### src/design/acf_pkg.sv
// Shared constants, types and the fractional root table of the frame compressor.
package acf_pkg;

  localparam int NUM_CHANNELS_DEF = 8;
  localparam int SAMPLE_BITS_DEF  = 24;
  localparam int NCH_IO           = 8;
  localparam int CFG_W            = 16;
  localparam int LVL_W            = 16;
  localparam int MANT_W           = 31;
  localparam int SH_W             = 6;

  localparam logic signed [LVL_W-1:0] LEVEL_FLOOR = -16'sd23040;
  localparam logic signed [LVL_W-1:0] ENV_RESET   = -16'sd12800;
  localparam logic [SH_W-1:0]         SH_ZERO     = 6'd63;

  typedef enum logic [2:0] {
    REG_MONITOR   = 3'd0,
    REG_PROCESS   = 3'd1,
    REG_ATTACK    = 3'd2,
    REG_RELEASE   = 3'd3,
    REG_THRESHOLD = 3'd4,
    REG_SLOPE     = 3'd5,
    REG_MAKEUP    = 3'd6
  } acf_reg_e;

  typedef struct packed {
    logic load;
    logic mul;
    logic fin;
  } lane_ctl_t;

  typedef struct packed {
    logic [15:0]        att_coef;
    logic [15:0]        rel_coef;
    logic signed [15:0] threshold;
    logic [15:0]        slope;
    logic signed [13:0] makeup;
  } gain_cfg_t;

  function automatic logic [63:0] isqrt64(input logic [63:0] n);
    logic [63:0] rem;
    logic [63:0] res;
    logic [63:0] bv;
    rem = n;
    res = '0;
    bv  = 64'h4000_0000_0000_0000;
    for (int i = 0; i < 32; i++) begin
      if (bv > rem) begin
        bv = bv >> 2;
      end
    end
    for (int i = 0; i < 32; i++) begin
      if (bv != 64'd0) begin
        if (rem >= res + bv) begin
          rem = rem - (res + bv);
          res = (res >> 1) + bv;
        end else begin
          res = res >> 1;
        end
        bv = bv >> 2;
      end
    end
    return res;
  endfunction

  // Root k is 2^(2^(7-k)/256) in Q30, each one the square root of the one before.
  function automatic logic [63:0] root_val(input int k);
    logic [63:0] r;
    r = isqrt64(64'd1 << 61);
    for (int j = 1; j < 8; j++) begin
      if (j <= k) begin
        r = isqrt64(r << 30);
      end
    end
    return r;
  endfunction

  localparam logic [MANT_W-1:0] ROOT_TBL [8] = '{
    MANT_W'(root_val(0)), MANT_W'(root_val(1)), MANT_W'(root_val(2)),
    MANT_W'(root_val(3)), MANT_W'(root_val(4)), MANT_W'(root_val(5)),
    MANT_W'(root_val(6)), MANT_W'(root_val(7))
  };

endpackage

### src/design/acf_merge.sv
// Registered adder tree that merges the lane shares into the detector magnitude.
module acf_merge #(
  parameter int SAMPLE_BITS = acf_pkg::SAMPLE_BITS_DEF
) (
  input  logic                          clk_i,
  input  logic signed [SAMPLE_BITS+2:0] contrib_i [acf_pkg::NCH_IO],
  output logic [SAMPLE_BITS+2:0]        mag_o
);
  import acf_pkg::*;

  localparam int AW = SAMPLE_BITS + 3;

  logic signed [AW-1:0] lvl1_q [4];
  logic signed [AW-1:0] lvl2_q [2];
  logic signed [AW-1:0] sum_q;

  always_ff @(posedge clk_i) begin
    for (int i = 0; i < 4; i++) begin
      lvl1_q[i] <= contrib_i[2*i] + contrib_i[2*i+1];
    end
    for (int i = 0; i < 2; i++) begin
      lvl2_q[i] <= lvl1_q[2*i] + lvl1_q[2*i+1];
    end
    sum_q <= lvl2_q[0] + lvl2_q[1];
  end

  assign mag_o = sum_q[AW-1] ? AW'(-sum_q) : AW'(sum_q);

endmodule

### config.mk
export PLATFORM = sky130hd
export DESIGN_NAME = acf_merge
export DESIGN_NICKNAME = d
export VERILOG_FILES = /design/src/design/acf_pkg.sv /design/src/design/acf_merge.sv
export SDC_FILE = /design/constraint.sdc
export NUM_CORES = 1
export LEC_CHECK = 0
export BUFFER_PORTS_ARGS = -buffer_cell sky130_fd_sc_hd__clkbuf_2
export CAP_MARGIN = 20
export CORE_MARGIN = 2
export CORE_UTILIZATION = 58
export CTS_BUF_LIST = sky130_fd_sc_hd__clkbuf_8 sky130_fd_sc_hd__clkbuf_16
export DETAILED_ROUTE_END_ITERATION = 8
export GPL_TIMING_DRIVEN = 0
export PLACE_DENSITY = 0.82
export SLEW_MARGIN = 20
export SYNTH_ARGS = -nofsm -noshare
export SYNTH_HDL_FRONTEND = slang
export SYNTH_SLANG_ARGS = --single-unit
### constraint.sdc
create_clock -name clk_i -period 3.3 [get_ports clk_i]
set_input_delay 0.66 -clock clk_i [delete_from_list [all_inputs] [get_ports clk_i]]
set_output_delay 0.66 -clock clk_i [all_outputs]
set_load 0.01 [all_outputs]
# Word level (Yosys, flattened, before mapping)
# Memories as Yosys holds them, arrays and structs flattened.
# Cells that the tools add are included.
[classes]
mux = 1
n_addsub = 8
[ops]
columns = ["operator", "count"]
rows = [
  ["adder 27 bit", 7],
  ["two-way mux 27 bit", 1],
  ["negation 27 bit", 1],
]
[totals]
mem_count = 2
ff_bits = 27
inputBits = 217
ram_bits = 162
out_inout_bits = 27
elab_cells = 12
[memory_table]
columns = ["name", "depth", "word_bits", "read_ports", "rd_ports_with_merged_regs", "write_ports", "line", "source"]
rows = [
  ["lvl1_q", 4, 27, 4, 0, 4, "acf_merge.sv:13", "logic signed [AW-1:0] lvl1_q [4];"],
  ["lvl2_q", 2, 27, 2, 0, 2, "acf_merge.sv:14", "logic signed [AW-1:0] lvl2_q [2];"],
]

# Logic depth before layout (Yosys ltp)
[depth]
ltp_word = 2
mapped_depth = 11
mapped_depth_nobuf = 11

# Least setup slack after synthesis
# No wires, ideal clock.
[synth_path]
path_type = "in2reg"
start = "input port contrib_i[162] in the netlist's numbering"
end = "memory lvl1_q[0][24] in the netlist's numbering"
n_path_buf = 0
t_required_ns = 3.159
setup_slack_ns = 0.620
stages = 10
setup_ns = 0.141
arrival_time_ns = 2.539
cell_sequence = "ha_1 -> inv_1 -> fa_1 -> nor2b_1 -> o31ai_2 -> a21oi_1 -> a2111oi_0 -> o21ai_1 -> a31oi_1 -> o311ai_0"
[synth_lines]
columns = ["element", "line", "source"]
rows = [
  ["start: declaration", "acf_merge.sv:6", "input logic signed [SAMPLE_BITS+2:0] contrib_i [acf_pkg::NCH_IO],"],
  ["end: declaration", "acf_merge.sv:13", ""],
]

# Worst setup path after layout
[layout_path]
start = "register sum_q[1]"
end = "output port mag_o[20]"
[layout_via]
elab_chain_cells = 2
[layout_rtl]
columns = ["element", "line", "source"]
rows = [
  ["start: declaration", "acf_merge.sv:15", "logic signed [AW-1:0] sum_q;"],
  ["start signal: assignment", "acf_merge.sv:24", "sum_q <= lvl2_q[0] + lvl2_q[1];"],
  ["negation 27 bit", "acf_merge.sv:27", "assign mag_o = sum_q[AW-1] ? AW'(-sum_q) : AW'(sum_q);"],
  ["two-way mux 27 bit", "acf_merge.sv:27", ""],
  ["end: declaration", "acf_merge.sv:7", "output logic [SAMPLE_BITS+2:0] mag_o"],
]
# Every way passes these cells.

==> impl_metrics.ini <==
[placed_design]
gp_congestion = 0.937
dp_hpwl_mm = 28.1
post-place-ws_ns = -0.269
port_buffers = 243
dp_cells = 2145
placed_area_um2 = 15300

[die]
row_count = 56
die_h_um = 158
dieArea_um2 = 24900
core-area_um2 = 23300
die_w_um = 158
ioPinCount = 244
start_util_pct = 58.8

[worst_setup_path]
crit_arrival_ns = 2.74
reg2regPathDepth = 9
path_common_cell = or3_4
slowest_delay_ns = 0.43
r2r_start = lvl1_q[1][1]
worst-setup-path-type = flop to output pin
critPathRequiredTime_ns = 2.64
end_kind = output pin
rr_endpoint = lvl2_q[0][25]
start_kind = flop
reg2reg_slack_ns = 0.18
critPathMaxFanout = 4
crit_chain = inv_2, ha_4, nand2_2, or3_4, or3_4, or3_4, o21ai_4, xnor2_2, buf_2
cp_slowest_cell = or3_4

[global_route]
grt.busiest_layer = met2
grt_pass1_vias = 11600
met1_usage_pct = 35.6
grt_max_degree = 20
antenna_found_initial = 1
grt_use_met3_pct = 3.72
grt_pass1_wl_mm = 54.7
grt.met2_usage_pct = 47.5
grtUsageTotal_pct = 27.1
overflow = 0

[run_status]
outcome = finished, violations left
violations = setup timing

[pwr]
p_per_area_nw_per_um2 = 827
internal-power_mw = 7.68
p_clk_share_pct = 15.8
p_leak_nw = 7.64
seq_power_share_pct = 27.2
p_comb_share_pct = 57.0
switchingPower_mw = 5.64
ir_worst_vdd_mv = 0.599
swShare_pct = 42.3

[synth]
avgSynthCellArea_um2 = 8.67
ys.flop_type = dfxtp_1
mappedNetlistNets = 1990
async_flop_share_pct = 0
synth-seq-cells = 189
synthCells = 1583
synth-edff-count = 0
syn-cell-area_um2 = 13700
seq_area_frac_synth_pct = 27.6
post_synth_num_cell_types = 73
ys_warn_count = 0

[worst_hold_path]
hold-path-endpoint = lvl1_q[3][0]
hold_class = input pin to flop
min-delay-start = contrib_i[27]
holdPathStages = 2

[sta]
maxSlewViolCount = 0
fin_skew_ns = 0.0126
fin_crit_sh_pct = 103
worstMarginPinSlew_ns = 0.793
rsz0062_at_grt = yes
hold_ws_ns = 0.442
finalSetupViolations = 5
hold_viol = 0
max-slew-margin-rel_pct = 46.8
fin_ws_ns = -0.0984
fmax_ghz = 0.294
period_minus_slack_ns = 3.40

[detailed_routing]
first_iter_violations = 699
firstDrtPassIters = 6
drc = 0
post_drt_wl_per_cell_um = 15.8
num_vias = 12500
via_per_inst = 5.74
wl_mm = 34.4
postRouteAntennaNets = 0

[cts]
cts_sinks = 189
clk_pin_slew_ns = 0.08
clkLatencyLatePin_ns = 0.44
cts_root_buffer = clkbuf_16
cts_max_level = 4
cts_buffer_depth = 2
numCtsBuffers = 17
tritoncts = done

[finish]
final_cells = 2180
final_area_um2 = 16100
fillers = 1959
mostFrequentLayoutCell = clkbuf_2
area_growth_pct = 17.4
diodes = 0
drive_above_1_share_pct = 18.1
most-common-layout-cells = clkbuf_2 (239), dfxtp_1 (187), ha_1 (182)
nets = 2255

[flow_run]
maxCapViolations = 0
[logic make-up after synthesis]
kind of cell | count (synthesis) | share of synthesized area [%]
compound gates | 530 | 26.0
simple gates | 384 | 13.8
fa+ha+maj | 190 | 17.7
xor+xnor | 189 | 12.1
flops | 189 | 27.6
buf+inv | 100 | 2.80
mux | 1 | 0.0730
[metal layers]
metal	routed length [um]	part of all wire [%]	vias to the layer above
met3	1570	4.6	36
met5	0	0	-
li1	-	-	6322
met1	15800	46	5778
met4	320	0.93	0
met2	16700	49	375
[worst max-delay path: cells and delay by family (launching register included)]
kind / cells / cell delay (ns)
xor gates and xnor gates: 1 / 0.13
buffers and inverters: 2 / 0.25
DFF: 1 / 0.34
AOI/OAI and AO/OA: 1 / 0.18
adders and majority gates: 1 / 0.15
and+or+nand+nor: 4 / 1.24
[synth_stat cells (all sizes together), types with 7 or more instances]
cell type / instances / share of area (%)
o31ai: 16 / 0.99
a211o: 7 / 0.45
fa: 7 / 1.0
or3: 12 / 0.55
a31oi: 25 / 1.2
nor3: 24 / 0.88
nand2b: 18 / 0.82
o21a: 29 / 1.6
ha: 183 / 17
nand4: 22 / 1.0
xnor2: 126 / 8.0
xor2: 63 / 4.0
nor2b: 25 / 1.1
o21bai: 20 / 1.1
nand3: 34 / 1.3
and3: 25 / 1.1
clkbuf: 31 / 0.86
a211oi: 26 / 1.6
a21o: 88 / 4.8
inv: 65 / 1.8
dfxtp: 189 / 28
a21boi: 7 / 0.38
nand2: 102 / 2.8
nor2: 90 / 2.5
a21oi: 135 / 5.0
o211ai: 15 / 0.89
o21ai: 105 / 3.9
[power by group through the flow]
stage	Sequential [mW]	Clock [mW]	Combinational (mW)
6_report	3.63	2.10	7.59
5_1_grt	3.70	2.23	8.39
4_1_cts	3.61	2.13	7.47
3_5_place_dp	3.65	0	7.35
3_3_place_gp	3.62	0	7.19
2_1_floorplan	3.50	0	5.58
[sequential cells by signal, indices dropped and copies added, names as in the netlist]
| register | count |
|---|---|
| lvl1_q | 108 |
| lvl2_q | 54 |
| sum_q | 27 |
[cell type report]
| class | instances | area, um^2 | share of cell area (%) |
|---|---|---|---|
| well taps | 319 | 399 | 2.48 |
| clock inverters | 15 | 196 | 1.22 |
| multi-input cells | 1294 | 9670 | 60.1 |
| plain buffers | 35 | 140 | 0.870 |
| inverters | 65 | 244 | 1.52 |
| clock buffers | 17 | 425 | 2.64 |
| flip-flops and latches | 189 | 3790 | 23.5 |
| repair buffers | 246 | 1240 | 7.69 |
[worst max path at each step]
stage / end / depth (start not counted) / startpoint / slack (ns)
after floorplan: lvl1_q[0][24] / 10 / contrib_i[162] / 0.62
after global placement: lvl1_q[0][24] / 11 / contrib_i[162] / -0.20
after detailed placement: lvl1_q[0][24] / 12 / contrib_i[162] / -0.27
after CTS: mag_o[24] / 10 / sum_q[0] / -0.006
after global routing: mag_o[18] / 8 / sum_q[2] / -0.17
final: mag_o[20] / 9 / sum_q[1] / -0.1
[stage by stage]
stage	power [mW]	utilization, %	TNS, ns
after global routing	14.3	69.0	-0.740
after CTS	13.2	68.6	-0.00794
after detailed placement	11.0	65.7	-0.510
after global placement	10.8	65.7	-0.387
final	13.3	69.0	-0.323
after floorplan	9.08	-	0
[timing repair]
| action | 4_1_cts | 5_1_grt |
|---|---|---|
| hold buffers | 0 | 0 |
| endpoints found under the setup margin | 8 | 12 |
| gates resized for setup | 15 | 22 |
| setup buffers | 1 | 2 |
| pin swaps | 2 | 9 |
(Power assumes the default switching activity.)
