===== src/design/acf_pkg.sv =====
// Shared constants, types and the fractional root table of the frame compressor.
package acf_pkg;

  localparam int NUM_CHANNELS_DEF = 8;
  localparam int SAMPLE_BITS_DEF  = 24;
  localparam int NCH_IO           = 8;
  localparam int CFG_W            = 16;
  localparam int LVL_W            = 16;
  localparam int MANT_W           = 31;
  localparam int SH_W             = 6;

  localparam logic signed [LVL_W-1:0] LEVEL_FLOOR = -16'sd23040;
  localparam logic signed [LVL_W-1:0] ENV_RESET   = -16'sd12800;
  localparam logic [SH_W-1:0]         SH_ZERO     = 6'd63;

  typedef enum logic [2:0] {
    REG_MONITOR   = 3'd0,
    REG_PROCESS   = 3'd1,
    REG_ATTACK    = 3'd2,
    REG_RELEASE   = 3'd3,
    REG_THRESHOLD = 3'd4,
    REG_SLOPE     = 3'd5,
    REG_MAKEUP    = 3'd6
  } acf_reg_e;

  typedef struct packed {
    logic load;
    logic mul;
    logic fin;
  } lane_ctl_t;

  typedef struct packed {
    logic [15:0]        att_coef;
    logic [15:0]        rel_coef;
    logic signed [15:0] threshold;
    logic [15:0]        slope;
    logic signed [13:0] makeup;
  } gain_cfg_t;

  function automatic logic [63:0] isqrt64(input logic [63:0] n);
    logic [63:0] rem;
    logic [63:0] res;
    logic [63:0] bv;
    rem = n;
    res = '0;
    bv  = 64'h4000_0000_0000_0000;
    for (int i = 0; i < 32; i++) begin
      if (bv > rem) begin
        bv = bv >> 2;
      end
    end
    for (int i = 0; i < 32; i++) begin
      if (bv != 64'd0) begin
        if (rem >= res + bv) begin
          rem = rem - (res + bv);
          res = (res >> 1) + bv;
        end else begin
          res = res >> 1;
        end
        bv = bv >> 2;
      end
    end
    return res;
  endfunction

  // Root k is 2^(2^(7-k)/256) in Q30, each one the square root of the one before.
  function automatic logic [63:0] root_val(input int k);
    logic [63:0] r;
    r = isqrt64(64'd1 << 61);
    for (int j = 1; j < 8; j++) begin
      if (j <= k) begin
        r = isqrt64(r << 30);
      end
    end
    return r;
  endfunction

  localparam logic [MANT_W-1:0] ROOT_TBL [8] = '{
    MANT_W'(root_val(0)), MANT_W'(root_val(1)), MANT_W'(root_val(2)),
    MANT_W'(root_val(3)), MANT_W'(root_val(4)), MANT_W'(root_val(5)),
    MANT_W'(root_val(6)), MANT_W'(root_val(7))
  };

endpackage


===== src/design/acf_lane.sv =====
// One channel lane: holds the sample, gives its detector share and applies the gain.
module acf_lane #(
  parameter int SAMPLE_BITS = acf_pkg::SAMPLE_BITS_DEF
) (
  input  logic                              clk_i,
  input  acf_pkg::lane_ctl_t                ctl_i,
  input  logic [SAMPLE_BITS-1:0]            sample_i,
  input  logic                              monitor_i,
  input  logic                              process_i,
  input  logic [acf_pkg::MANT_W-1:0]        mant_i,
  input  logic [acf_pkg::SH_W-1:0]          shift_i,
  output logic signed [SAMPLE_BITS+2:0]     contrib_o,
  output logic [SAMPLE_BITS-1:0]            result_o
);
  import acf_pkg::*;

  localparam int PW = SAMPLE_BITS + MANT_W + 1;
  localparam int RW = 66;
  localparam logic signed [RW-1:0] MAXV = signed'((RW'(1) << (SAMPLE_BITS - 1)) - RW'(1));
  localparam logic signed [RW-1:0] MINV = -MAXV - signed'(RW'(1));

  logic signed [SAMPLE_BITS-1:0] sample_q;
  logic signed [PW-1:0]          prod_q;
  logic [SAMPLE_BITS-1:0]        result_q;
  logic signed [RW-1:0]          rnd;
  logic signed [RW-1:0]          shifted;

  always_ff @(posedge clk_i) begin
    if (ctl_i.load) begin
      sample_q <= sample_i;
    end
    if (ctl_i.mul) begin
      prod_q <= sample_q * $signed({1'b0, mant_i});
    end
    if (ctl_i.fin) begin
      priority if (!process_i) begin
        result_q <= sample_q;
      end else if (shift_i == SH_ZERO) begin
        result_q <= '0;
      end else if (shifted > MAXV) begin
        result_q <= MAXV[SAMPLE_BITS-1:0];
      end else if (shifted < MINV) begin
        result_q <= MINV[SAMPLE_BITS-1:0];
      end else begin
        result_q <= shifted[SAMPLE_BITS-1:0];
      end
    end
  end

  always_comb begin
    rnd     = RW'(prod_q) + signed'(RW'(1) << (shift_i - SH_W'(1)));
    shifted = rnd >>> shift_i;
  end

  assign contrib_o = monitor_i ? (SAMPLE_BITS + 3)'(sample_q) : '0;
  assign result_o  = result_q;

endmodule


===== config.mk =====
export PLATFORM = sky130hd
export DESIGN_NAME = acf_lane
export DESIGN_NICKNAME = d
export VERILOG_FILES = /design/src/design/acf_pkg.sv /design/src/design/acf_lane.sv
export SDC_FILE = /design/constraint.sdc
export NUM_CORES = 2
export LEC_CHECK = 0
export BUFFER_PORTS_ARGS = -buffer_cell sky130_fd_sc_hd__buf_2
export CAP_MARGIN = 20
export CELL_PAD_IN_SITES_DETAIL_PLACEMENT = 1
export CELL_PAD_IN_SITES_GLOBAL_PLACEMENT = 2
export CORE_MARGIN = 2
export CORE_UTILIZATION = 35
export CTS_CLUSTER_DIAMETER = 120
export DETAILED_ROUTE_END_ITERATION = 6
export PLACE_DENSITY_LB_ADDON = 0.1
export SLEW_MARGIN = 0
export SYNTH_ARGS = -nofsm -noshare
export SYNTH_HDL_FRONTEND = slang
export SYNTH_SLANG_ARGS = --single-unit
export TNS_END_PERCENT = 50

===== constraint.sdc =====
create_clock -name clk_i -period 11.1 [get_ports clk_i]
set_clock_uncertainty 0.05 [all_clocks]
set_input_delay 1.11 -clock clk_i [delete_from_list [all_inputs] [get_ports clk_i]]
set_output_delay 1.11 -clock clk_i [all_outputs]
set_load 0.02 [all_outputs]

Word-level counts from Yosys, hierarchy flattened
Cells that the tools add are included.
{"block": "totals", "ff_bits": 104, "in_bits": 67, "word_cells": 16}
{"block": "classes", "mux": 5, "mul": 1, "n_addsub": 2, "n_shift": 2, "n_lt_le_gt_ge": 2, "eq_ne": 1}
{"cell": "$mux W24", "count": 4}
{"cell": "$add A56 B66 Y66", "count": 1}
{"cell": "$gt A66 B24 Y1 const B", "count": 1}
{"cell": "$lt A66 B24 Y1 const B", "count": 1}
{"cell": "$shl A1 B6 Y66 const A", "count": 1}
{"cell": "$sshr A66 B6 Y66", "count": 1}
{"cell": "$mul A24 B32 Y56", "count": 1}
{"cell": "$mux W27", "count": 1}
{"cell": "$eq A6 B6 Y1 const B", "count": 1}
{"cell": "$sub A6 B1 Y6 const B", "count": 1}

Depth between registers and ports, before layout
{"block": "logic_depth", "depth_word": 9, "depth_mapped": 32, "mapped_depth_nobuf": 31}

Least setup slack after synthesis
No wires, ideal clock.
{"block": "synth_timing", "path_type": "input to register", "from": "input port mant_i[10] in the netlist's numbering", "to": "register prod_q[52], data pin", "n_path_buf": 1, "cell_stages": 31, "setup_ns": 0.260, "slack_ns": 2.673, "t_arrival_ns": 8.117, "path_cell_list": "clkbuf_1 nand2_1 fa_1 inv_1 fa_1 inv_1 fa_1 fa_1 inv_1 fa_1 inv_1 fa_1 inv_1 fa_1 ha_1 a21o_1 a21oi_1 nor2b_1 a311o_1 a21o_1 a21o_1 a32oi_1 a211o_1 o21ai_0 o211ai_1 a21boi_0 o221ai_1 a31oi_1 o21a_1 nor2_1 xnor2_1"}
{"block": "synth_via", "elab_chain_len": 1}
{"item": "from (decl)", "line": "acf_lane.sv:10", "source": "input logic [acf_pkg::MANT_W-1:0] mant_i,"}
{"item": "$mul A24 B32 Y56", "line": "acf_lane.sv:33", "source": "prod_q <= sample_q * $signed({1'b0, mant_i});"}
{"item": "to (signal assigned)", "line": "acf_lane.sv:33"}
{"item": "to (decl)", "line": "acf_lane.sv:23", "source": "logic signed [PW-1:0] prod_q;"}
No other way between the ends.
A chain may end at the register's enable or synchronous reset.

Final worst setup path
{"block": "layout_timing", "from": "input port mant_i[19] in the netlist's numbering", "to": "register prod_q[52], data pin"}
The elaborated chain is that of the path after synthesis.

==> reports/results.txt <==
Max Slew Vio Count: 0
Share of layout cells above drive strength 1: 0.0736
Worst reg2reg path depth: 31
CTS sink cnt: 104
Final setup viols: 0
Async set-or-reset flop fraction in the synthesized netlist: 0
Tmin final: 9220 ps
Post-CTS Resized: 0
Register bit total from synthesis: 104
Clock-pin slew on the worst setup and hold paths: 120 ps
Cts bufs inserted: 9
Kind of critical path: input port to flip-flop
YS warnings: 0
RSZ-0062 raised after global routing: false
Worst skew pair latency: 440 ps
Netlist cell types: 96
Crit. path cell count: 32
Main synth FF type: edfxtp_1
Worst Setup EP: prod_q[52]$_DFFE_PP_
First-pass DRT Iterations: 6
Vias per cell: 5.60
Vias in the first global route: 35,061
Clk buf depth: 2
Startpoint Class: input port
Htree depth: 3
Post-CTS Setup Bufs: 0
Via count: 32,383
Rel. slew slack: 0.249
Initial Utilization: 0.354
Root Buffer: clkbuf_16
Largest net degree at the start of global routing: 82
Area growth, synth to finish: 5.85%
Max_cap viols: 0
Worst stage delay on the critical path: 550 ps
Post-synth net total: 5,418
Worst hold-check path type: input port to flip-flop
Synthesized area per cell: 8.55 um2
Crit path launch: mant_i[19]
Initial drt markers: 2,217
Slowest CP cell: fa_1
Status: completed
Residual DRC: 0
Post-Syn Instances: 4,433
R2R Path End: prod_q[52]$_DFFE_PP_
Req. time, crit path: 11,220 ps
Total track usage: 0.280
First-pass GRT wire length: 233,000 um
Routed len/inst: 26.7 um
Die area: 111,000 um2
Worst path arrival time: 9340 ps
Row cnt: 120
Final Cycle Share: 0.830
Multiplexer share of the synthesized area: 0.0516
Dpl hpwl: 123,000 um
Detail Route Antenna Nets: 0
Hold buffers post-CTS: 0
Post-synthesis sequential area ratio: 0.0824
Critical Path Sink Type: flip-flop
Tightest Pin Transition: 1130 ps
Crit-path max FO: 24
Area share of the largest cell type after synthesis: 0.336
FILL cells: 12,757
Reg2reg setup slack: 1920 ps
Placer Congestion: 0.940
Post-synth EDFFs: 104
Fin Hold WS: 794 ps
Fin nets: 5,355
# IOs: 118
Fin Setup TNS: 0 ps
TritonCTS clock tree: yes
Cell taking the most area after synthesis: fa_1
Compound-Gate Fraction of Synth Area: 0.133
Most common cell on crit path: fa_1
Xor/xnor share of the synthesized area: 0.0222
Sequential Area: 3120 um2
Routed WL: 154,000 um
DIE WIDTH: 333 um
Antenna violations before repair: 11
Top area cells in the synthesized netlist: fa_1, ha_1, edfxtp_1
Max Fclk: 0.108 GHz
Die height: 333 um
Post-Synth Adder-Cell Area: 0.429
WP buf/inv: 7
RR Startpoint: sample_q[8]$_DFFE_PP_
Port Buffers: 117
Remaining global-route overflow: 0
Core area: 107,000 um2
Mapped cell area: 37,900 um2
Hold Fails Final Rpt: 0
Post-Synth Simple-Gate Area: 0.186
CP delay by family, top: adder cells
Area occupied by multi-input gates: 31,200 um2
Largest family of logic cells by synthesized area: adder cells
[worst min path at each step]
stage          slack [ps]              startpoint  cells after the start                     end
2_1_floorplan         560   sample_q[0]$_DFFE_PP_                      1     prod_q[0]$_DFFE_PP_
3_3_place_gp          870  sample_q[11]$_DFFE_PP_                      2  result_o[11]$_DFFE_PP_
3_5_place_dp          870  sample_q[11]$_DFFE_PP_                      2  result_o[11]$_DFFE_PP_
4_1_cts               770            sample_i[21]                      1  sample_q[21]$_DFFE_PP_
5_1_grt               790            sample_i[21]                      1  sample_q[21]$_DFFE_PP_
6_report              790            sample_i[21]                      1  sample_q[21]$_DFFE_PP_
[metal layers]
layer  part of all wire  global-route usage
met2               0.46               0.453
met1               0.46               0.393
met5           0.000084                   0
met4              0.030              0.0805
met3              0.051              0.0323
[Yosys cell counts (74+ instances only)]
cell type and count:
nor2_1 204, inv_1 667, and2_1 277, nand2_1 649
clkbuf_1 226, edfxtp_1 104, a21oi_1 174, fa_1 637
ha_1 281, mux2i_1 110, nor3_1 74, o21ai_0 115
[kinds of logic (layout without fill, tap and decap cells)]
family	count (synthesis)	in the layout
adder cells (fa/ha/maj)	918	918
AO/OA/AOI/OAI	730	730
XOR/XNOR	96	96
multiplexers	160	160
AND/OR/NAND/NOR	1481	1481
other	0	1
flip-flops	104	104
buffers and inverters	944	886
[sequential cells by signal (all words and copies together) (netlist names)]
register	count
sample_q	24
prod_q	56
result_o	24
[stage by stage]
stage,util,instance area [um2],setup WS [ps],std cells
after detailed placement,0.371,39800,1420,5762
final,0.374,40100,1880,5779
after global routing,0.374,40100,1380,5779
after global placement,0.371,39800,1520,5762
after CTS,0.374,40100,1800,5778
after floorplan,-,37900,2670,4433
[final cells by class]
class	count	share of cell area
Sequential cell	104	0.0778
Inverter	670	0.0627
Multi-Input combinational cell	3385	0.777
Antenna cell	1	0.0000624
Timing Repair Buffer	200	0.0304
Clock buffer	9	0.00561
Tap cell	1403	0.0438
Clock inverter	7	0.00225
[worst reg2reg max path, delay by kind of cell, from the launching register on]
| family | cells | cell delay (ps) |
|---|---|---|
| fa+ha+maj | 8 | 3950 |
| compound gates | 13 | 2930 |
| buf+inv | 6 | 810 |
| flops | 1 | 800 |
| xor+xnor | 1 | 70 |
| simple gates | 3 | 310 |
[cells in the final DEF (no fill, tap or decap), drive strengths merged, types with 52 or more instances in the layout]
cell type / synthesis / layout
inv: 668 / 669
nand2: 649 / 649
fa: 637 / 637
ha: 281 / 281
and2: 278 / 278
nor2: 204 / 204
buf: 47 / 200
a21oi: 174 / 174
o21ai: 125 / 125
mux2i: 110 / 110
edfxtp: 104 / 104
nor3: 76 / 76
xnor2: 65 / 65
a21o: 64 / 64
nand4: 58 / 58
nand3: 52 / 52
Power is left out: the tool's default activity adds up to more than one toggle a clock period on the data nets, which glitch-free logic cannot reach.
