==> src/design/acf_pkg.sv <==
// Shared constants, types and the fractional root table of the frame compressor.
package acf_pkg;

  localparam int NUM_CHANNELS_DEF = 8;
  localparam int SAMPLE_BITS_DEF  = 24;
  localparam int NCH_IO           = 8;
  localparam int CFG_W            = 16;
  localparam int LVL_W            = 16;
  localparam int MANT_W           = 31;
  localparam int SH_W             = 6;

  localparam logic signed [LVL_W-1:0] LEVEL_FLOOR = -16'sd23040;
  localparam logic signed [LVL_W-1:0] ENV_RESET   = -16'sd12800;
  localparam logic [SH_W-1:0]         SH_ZERO     = 6'd63;

  typedef enum logic [2:0] {
    REG_MONITOR   = 3'd0,
    REG_PROCESS   = 3'd1,
    REG_ATTACK    = 3'd2,
    REG_RELEASE   = 3'd3,
    REG_THRESHOLD = 3'd4,
    REG_SLOPE     = 3'd5,
    REG_MAKEUP    = 3'd6
  } acf_reg_e;

  typedef struct packed {
    logic load;
    logic mul;
    logic fin;
  } lane_ctl_t;

  typedef struct packed {
    logic [15:0]        att_coef;
    logic [15:0]        rel_coef;
    logic signed [15:0] threshold;
    logic [15:0]        slope;
    logic signed [13:0] makeup;
  } gain_cfg_t;

  function automatic logic [63:0] isqrt64(input logic [63:0] n);
    logic [63:0] rem;
    logic [63:0] res;
    logic [63:0] bv;
    rem = n;
    res = '0;
    bv  = 64'h4000_0000_0000_0000;
    for (int i = 0; i < 32; i++) begin
      if (bv > rem) begin
        bv = bv >> 2;
      end
    end
    for (int i = 0; i < 32; i++) begin
      if (bv != 64'd0) begin
        if (rem >= res + bv) begin
          rem = rem - (res + bv);
          res = (res >> 1) + bv;
        end else begin
          res = res >> 1;
        end
        bv = bv >> 2;
      end
    end
    return res;
  endfunction

  // Root k is 2^(2^(7-k)/256) in Q30, each one the square root of the one before.
  function automatic logic [63:0] root_val(input int k);
    logic [63:0] r;
    r = isqrt64(64'd1 << 61);
    for (int j = 1; j < 8; j++) begin
      if (j <= k) begin
        r = isqrt64(r << 30);
      end
    end
    return r;
  endfunction

  localparam logic [MANT_W-1:0] ROOT_TBL [8] = '{
    MANT_W'(root_val(0)), MANT_W'(root_val(1)), MANT_W'(root_val(2)),
    MANT_W'(root_val(3)), MANT_W'(root_val(4)), MANT_W'(root_val(5)),
    MANT_W'(root_val(6)), MANT_W'(root_val(7))
  };

endpackage

==> src/design/acf_log.sv <==
// Iterative log unit: normalizes the magnitude and squares out twelve bits of log2.
module acf_log #(
  parameter int SAMPLE_BITS = acf_pkg::SAMPLE_BITS_DEF
) (
  input  logic                             clk_i,
  input  logic                             rst_ni,
  input  logic                             start_i,
  input  logic [SAMPLE_BITS+2:0]           mag_i,
  output logic                             done_o,
  output logic signed [acf_pkg::LVL_W-1:0] level_o
);
  import acf_pkg::*;

  localparam int AW = SAMPLE_BITS + 3;
  localparam int CW = $clog2(AW + 1);
  localparam int TW = AW + 31;
  localparam logic signed [20:0] DB_K = 21'sd394566;

  typedef enum logic [2:0] {L_IDLE, L_NORM, L_SQR, L_MUL, L_FIN} log_state_e;

  log_state_e              state_q;
  logic [AW-1:0]           a_q;
  logic [CW-1:0]           sc_q;
  logic [30:0]             x_q;
  logic signed [19:0]      l_q;
  logic [3:0]              i_q;
  logic signed [39:0]      p_q;
  logic signed [LVL_W-1:0] level_q;
  logic                    done_q;

  logic [TW-1:0]           wide;
  logic [61:0]             sq;
  logic [31:0]             t;
  logic signed [19:0]      l_init;
  logic signed [39:0]      dbw;

  always_comb begin
    wide   = {a_q, 31'd0};
    sq     = x_q * x_q;
    t      = sq[61:30];
    l_init = 20'((AW - 1 - int'(sc_q) - (SAMPLE_BITS - 1)) * 4096);
    dbw    = (p_q + 40'sd1048576) >>> 21;
  end

  always_ff @(posedge clk_i or negedge rst_ni) begin
    if (!rst_ni) begin
      state_q <= L_IDLE;
      a_q     <= '0;
      sc_q    <= '0;
      x_q     <= '0;
      l_q     <= '0;
      i_q     <= '0;
      p_q     <= '0;
      level_q <= LEVEL_FLOOR;
      done_q  <= 1'b0;
    end else begin
      done_q <= ((state_q == L_IDLE) && start_i && (mag_i == '0)) || (state_q == L_FIN);
      unique case (state_q)
        L_IDLE: begin
          if (start_i) begin
            if (mag_i == '0) begin
              level_q <= LEVEL_FLOOR;
            end else begin
              a_q     <= mag_i;
              sc_q    <= '0;
              state_q <= L_NORM;
            end
          end
        end
        L_NORM: begin
          priority if (a_q[AW-1]) begin
            x_q     <= wide[TW-1 -: 31];
            l_q     <= l_init;
            i_q     <= '0;
            state_q <= L_SQR;
          end else if (a_q[AW-1 -: 4] == 4'd0) begin
            a_q  <= a_q << 4;
            sc_q <= sc_q + CW'(4);
          end else begin
            a_q  <= a_q << 1;
            sc_q <= sc_q + CW'(1);
          end
        end
        L_SQR: begin
          if (t[31]) begin
            x_q <= t[31:1];
            l_q <= l_q + signed'(20'd2048 >> i_q);
          end else begin
            x_q <= t[30:0];
          end
          i_q <= i_q + 4'd1;
          if (i_q == 4'd11) begin
            state_q <= L_MUL;
          end
        end
        L_MUL: begin
          p_q     <= l_q * DB_K;
          state_q <= L_FIN;
        end
        L_FIN: begin
          if (dbw < 40'(LEVEL_FLOOR)) begin
            level_q <= LEVEL_FLOOR;
          end else begin
            level_q <= dbw[LVL_W-1:0];
          end
          state_q <= L_IDLE;
        end
        default: state_q <= L_IDLE;
      endcase
    end
  end

  assign done_o  = done_q;
  assign level_o = level_q;

endmodule

==> config.mk <==
export PLATFORM = sky130hd
export DESIGN_NAME = acf_log
export DESIGN_NICKNAME = d
export VERILOG_FILES = /design/src/design/acf_pkg.sv /design/src/design/acf_log.sv
export SDC_FILE = /design/constraint.sdc
export NUM_CORES = 2
export LEC_CHECK = 0
export BUFFER_PORTS_ARGS = -buffer_cell sky130_fd_sc_hd__buf_2
export CAP_MARGIN = 0
export CORE_MARGIN = 2
export CORE_UTILIZATION = 60
export DETAILED_ROUTE_END_ITERATION = 10
export PLACE_DENSITY = 0.78
export SLEW_MARGIN = 20
export SYNTH_ARGS = -nofsm -noshare
export SYNTH_HDL_FRONTEND = slang
export SYNTH_SLANG_ARGS = --single-unit
==> constraint.sdc <==
create_clock -name clk_i -period 9.2 [get_ports clk_i]
set_input_delay 2.3 -clock clk_i [delete_from_list [all_inputs] [get_ports clk_i]]
set_output_delay 2.3 -clock clk_i [all_outputs]
set_load 0.01 [all_outputs]
**Yosys cells after proc, flatten, opt, wreduce, memory -nomap -nowiden**

Index checks and enable logic that the tools add are counted.

- Register bits after elaboration: 146
- Input port bits: 30

- Add/sub/neg operators: 7
- Multiply operators: 2
- Magnitude comparators: 1
- Equality and inequality tests: 12
- Shift-type cells: 1
- Muxes and demuxes: 27
- Reduce and logical (&&, ||, !) cells: 15

Operators with widths:

| kind | number |
|---|---|
| two-way mux 27 bit | 4 |
| multiplier 31 x 31 -> 62 bit | 1 |
| two-way mux 31 bit | 2 |
| case mux 31 bit (2 select lines) | 1 |
| case mux 27 bit (2 select lines) | 1 |
| two-way mux 16 bit | 3 |
| adder 40 x 22 -> 40 bit, second input constant | 1 |
| two-way mux 20 bit | 2 |
| case mux 20 bit (2 select lines) | 1 |
| multiplier 20 x 19 -> 39 bit, second input constant | 1 |
| case mux 16 bit (2 select lines) | 1 |
| zero test 27 bit | 1 |
| adder 20 bit | 1 |
| two-way mux 5 bit | 4 |
| right shift 12 x 4 -> 20 bit, first input constant | 1 |
| < comparator 19 x 16 -> 1 bit, second input constant | 1 |
| two-way mux 3 bit | 4 |
| inequality test 2 bit, second input constant | 6 |
| case mux 3 bit (4 select lines) | 1 |
| case mux 5 bit (2 select lines) | 1 |
| AND reduction 3 bit | 3 |
| case mux 4 bit (2 select lines) | 1 |
| AND reduction 4 bit | 2 |
| subtractor 6 x 6 -> 7 bit, second input constant | 1 |
| other kinds (16) | 20 |

**Longest topological paths before layout**

- Depth in word-level cells: 4
- Mapped depth: 31

**Worst setup path before layout**

Ideal clock, no wire load.

- Path type: reg2reg
- Start point: register x_q[4]
- End point: register l_q[18]
- Library setup time: 134 ps
- Data arrival time: 7,535 ps
- Setup slack: 1,531 ps
- Stages on the path, launching flop included: 30
- Path buffers: 4
- Cells stage by stage: dfrtp_1 clkbuf_1 clkbuf_1 nand2_1 fa_1 inv_1 fa_1 fa_1 inv_1 fa_1 inv_1 fa_1 inv_1 fa_1 inv_1 fa_1 fa_1 ha_1 nand4_1 or2_1 or4_1 o2111ai_2 nand3b_1 nand3_1 nor3b_4 a21oi_1 buf_2 buf_2 o21ai_0 o21ai_0

- Word-level cells in the longest chain between the ends: 3

Ends and longest elaborated chain:

| what | line | source |
|---|---|---|
| from (decl) | acf_log.sv:24 | `logic [30:0] x_q;` |
| from (signal assigned) | acf_log.sv:72 | `x_q <= wide[TW-1 -: 31];` |
| from (signal assigned) | acf_log.sv:86 | `x_q <= t[31:1];` |
| from (signal assigned) | acf_log.sv:89 | `x_q <= t[30:0];` |
| multiplier 31 x 31 -> 62 bit | acf_log.sv:39 | `sq = x_q * x_q;` |
| inequality test 2 bit (no line) | -- |  |
| AND reduction 3 bit (no line) | -- |  |
| to (signal assigned) | acf_log.sv:73 | `l_q <= l_init;` |
| to (signal assigned) | acf_log.sv:87 | `l_q <= l_q + signed'(20'd2048 >> i_q);` |
| to (decl) | acf_log.sv:25 | `logic signed [19:0] l_q;` |

No other way between the ends.
A chain may end at the register's enable or synchronous reset.

**Worst setup path after layout**

- Start point: register x_q[7]
- End point: register x_q[25]

- Word-level cells in the longest chain between the ends: 3

Ends and longest elaborated chain:

| what | line | source |
|---|---|---|
| multiplier 31 x 31 -> 62 bit | acf_log.sv:39 |  |
| two-way mux 31 bit | acf_log.sv:85 | `if (t[31]) begin` |
| case mux 31 bit (2 select lines) | acf_log.sv:58 | `unique case (state_q)` |

No other way between the ends.

==> flow_metrics.tcl <==
set metrics [dict create \
    outcome "finished, final reports clean" \
    fmax_ghz 0.1114 \
    final_area_um2 41430 \
    grt_util_met3_pct 4.235 \
    busiest_layer "met2" \
    fin_skew_ns 0.02232 \
    drive_gt1_share_pct 4.529 \
    wirelength_um 100700 \
    grt_use_met1_pct 41.48 \
    yosys.cell_count.top_type "inv_1" \
    postSynthCellCount 4292 \
    crit_path_end_kind "register" \
    cap_violations 0 \
    track_usage_pct 31.34 \
    hold_end "level_o[2]" \
    final-hold-violation-count 0 \
    tightest_slew_ns 1.124 \
    start_kind "register" \
    period_share_pct 97.57 \
    io_pins 47 \
    synthesis.area_um2 39420 \
    crit_arrival_ns 9.28 \
    grt_pass1_vias 31410 \
    hpwl_um 84840 \
    drt_iter0_markers 2143 \
    synth_nets 5615 \
    placed_cell_area_um2 40830 \
    grt_first_pass_wirelength_um 164400 \
    antenna_found_initial 0 \
    clk-insertion-delay-late_ns 0.45 \
    finalCriticalPeriod_ns 8.977 \
    min_from "level_o[2]" \
    gp_congestion 0.9531 \
    wl_per_cell_um 19.50 \
    clkTransAtPathRegs_ns 0.07 \
    cts.sinks 127 \
    cp_data_required_time_ns 9.50 \
    cts_inserted_buffers 17 \
    synth_common_cells "inv_1, fa_1, ha_1" \
    yosys.area.top_type "fa_1" \
    setup_viol 0 \
    post-cts-setup-buffer-count 0 \
    yosys_warnings 0 \
    drt-pass1-iter-count 6 \
    gr-usage-met2_pct 52.24 \
    rr_worst_depth 23 \
    tns_ns 0 \
    core_um2 64700 \
    reg2reg_slack_ns 0.22 \
    crit_fanout 16 \
    clockBufferDepth 2 \
    cts_tree "built" \
    area_growth_pct 5.091 \
    synth_seq_cells 127 \
    root_buffer "clkbuf_16" \
    hold_class "register to register" \
    worstReg2RegStart "x_q[7]" \
    avgViaCountPerCell 5.614 \
    rsz0062_at_grt "no" \
    diodes 0 \
    port_buffers 46 \
    drv_slew 0 \
    dr_total_vias 28974 \
    chipWidth_um 260.3 \
    seq_area_um2 3184 \
    reg2reg_to "x_q[25]" \
    post-route-util_pct 64.04 \
    drc 0 \
    yosysTopAreaCellShare_pct 42.25 \
    synthFlopType "dfrtp_1" \
    die-area_um2 67770 \
    synth_cell_types 74 \
    crit_type "register to register" \
    multi_input_area_um2 31440 \
    synth_edf_count 0 \
    ctsHtreeMaxLevel 4 \
    avgSynthCellArea_um2 9.185 \
    maxSlewHeadroom_pct 25.06 \
    drt.antenna.violating_nets 0 \
    nets 5616 \
    rows 93 \
    start_util_pct 60.93 \
    die_y_um 260.3 \
    n_fill_cell 5363 \
    holdPathStages 2 \
    ys_async_sr_fraction_pct 100.0 \
    ys_seq_area_share_pct 8.074 \
    grt_max_degree 72 \
    grt_overflow 0 \
    ys_top_cells_by_area "fa_1, ha_1, inv_1, dfrtp_1, nand2_1" \
]
critical path, stage by stage (launching register included):
cell and delay (ns):
dfrtp_1 0.88, buf_4 0.28, nand2_1 0.13, fa_1 0.53, fa_1 0.54, fa_1 0.50, fa_1 0.58, inv_1 0.07
fa_1 0.55, fa_1 0.43, fa_1 0.52, fa_1 0.43, ha_1 0.38, a21o_1 0.23, a211oi_1 0.24, nor2_1 0.09
o41ai_1 0.67, o22a_1 0.31, a21oi_1 0.11, nor3b_4 0.48, buf_4 0.24, or4b_1 0.43, o221ai_1 0.09, mux2i_1 0.10
area by class of cell:
| class | instances | area share (%) |
|---|---|---|
| Multi-Input combinational cell | 2885 | 75.88 |
| Inverter | 1132 | 10.26 |
| Clock inverter | 15 | 0.4107 |
| Timing Repair Buffer | 130 | 2.153 |
| Clock buffer | 17 | 1.027 |
| Sequential cell | 127 | 7.686 |
| Tap cell | 855 | 2.582 |
registers in the layout, summed over array words and instances (netlist names):
signal / flops
x_q: 31
a_q: 27
l_q: 20
p_q: 20
level_o: 16
sc_q: 5
i_q: 4
state_q: 3
done_o: 1
per-stage QoR:
step / std cells / hold slack (ns) / worst slack, ns
2_1_floorplan: 4292 / 0.4654 / 1.531
3_3_place_gp: 5129 / 0.4578 / 0.5993
3_5_place_dp: 5129 / 0.4646 / 0.4306
4_1_cts: 5161 / 0.4797 / 0.4119
5_1_grt: 5161 / 0.5107 / 0.04392
6_report: 5161 / 0.4766 / 0.2234
worst max path at each step:
| stage | from | to | depth (start not counted) |
|---|---|---|---|
| final | x_q[7] | x_q[25] | 23 |
| after global routing | x_q[18] | x_q[8] | 25 |
| after CTS | x_q[7] | x_q[25] | 23 |
| after detailed placement | x_q[7] | x_q[8] | 23 |
| after global placement | x_q[7] | x_q[25] | 23 |
| after floorplan | x_q[4] | l_q[18] | 29 |
metal layers:
| layer | part of all wire [%] | vias up |
|---|---|---|
| li1 | - | 13088 |
| met1 | 40 | 14541 |
| met2 | 48 | 1072 |
| met3 | 7.1 | 273 |
| met4 | 4.9 | 0 |
| met5 | 0 | - |
cells in the final DEF (no fill, tap or decap), drive strengths merged, types with 5 or more instances in the layout:
cell type | Yosys | routed
o31ai | 11 | 11
nor4 | 10 | 10
buf | 12 | 130
mux2i | 22 | 22
a21o | 45 | 45
nor3b | 9 | 9
a221oi | 7 | 7
fa | 832 | 832
a221o | 22 | 22
nand3 | 34 | 34
o22ai | 13 | 13
nand2 | 454 | 454
a31o | 6 | 6
and2 | 206 | 206
dfrtp | 123 | 123
a211oi | 17 | 17
or3 | 6 | 6
and3 | 13 | 13
o22a | 6 | 6
or2 | 9 | 9
nand2b | 9 | 9
o211ai | 14 | 14
a22oi | 9 | 9
o21bai | 13 | 13
a41oi | 7 | 7
ha | 461 | 461
nor2 | 122 | 122
inv | 1129 | 1137
clkinv | 3 | 5
o21a | 8 | 8
clkbuf | 136 | 17
nor2b | 13 | 13
xnor2 | 78 | 78
nor3 | 18 | 18
nand4 | 19 | 19
o21ai | 124 | 124
xor2 | 46 | 46
a31oi | 14 | 14
a21oi | 149 | 149
logic make-up after synthesis:
family / count (synthesis) / share of synthesized area (%)
AOI/OAI and AO/OA: 506 / 8.217
xor gates and xnor gates: 124 / 2.755
adders and majority gates: 1293 / 56.88
buffers and inverters: 1280 / 12.22
DFF: 127 / 8.074
muxes: 25 / 0.6443
and+or+nand+nor: 937 / 11.21
timing repair:
action | 4_1_cts | 5_1_grt
hold buffers | 0 | 0
setup endpoints to repair | 0 | 1
endpoints found under the hold margin | 0 | 0
gates resized for setup | 0 | 1
Power is left out: the tool's default activity adds up to more than one toggle a clock period on the data nets, which glitch-free logic cannot reach.
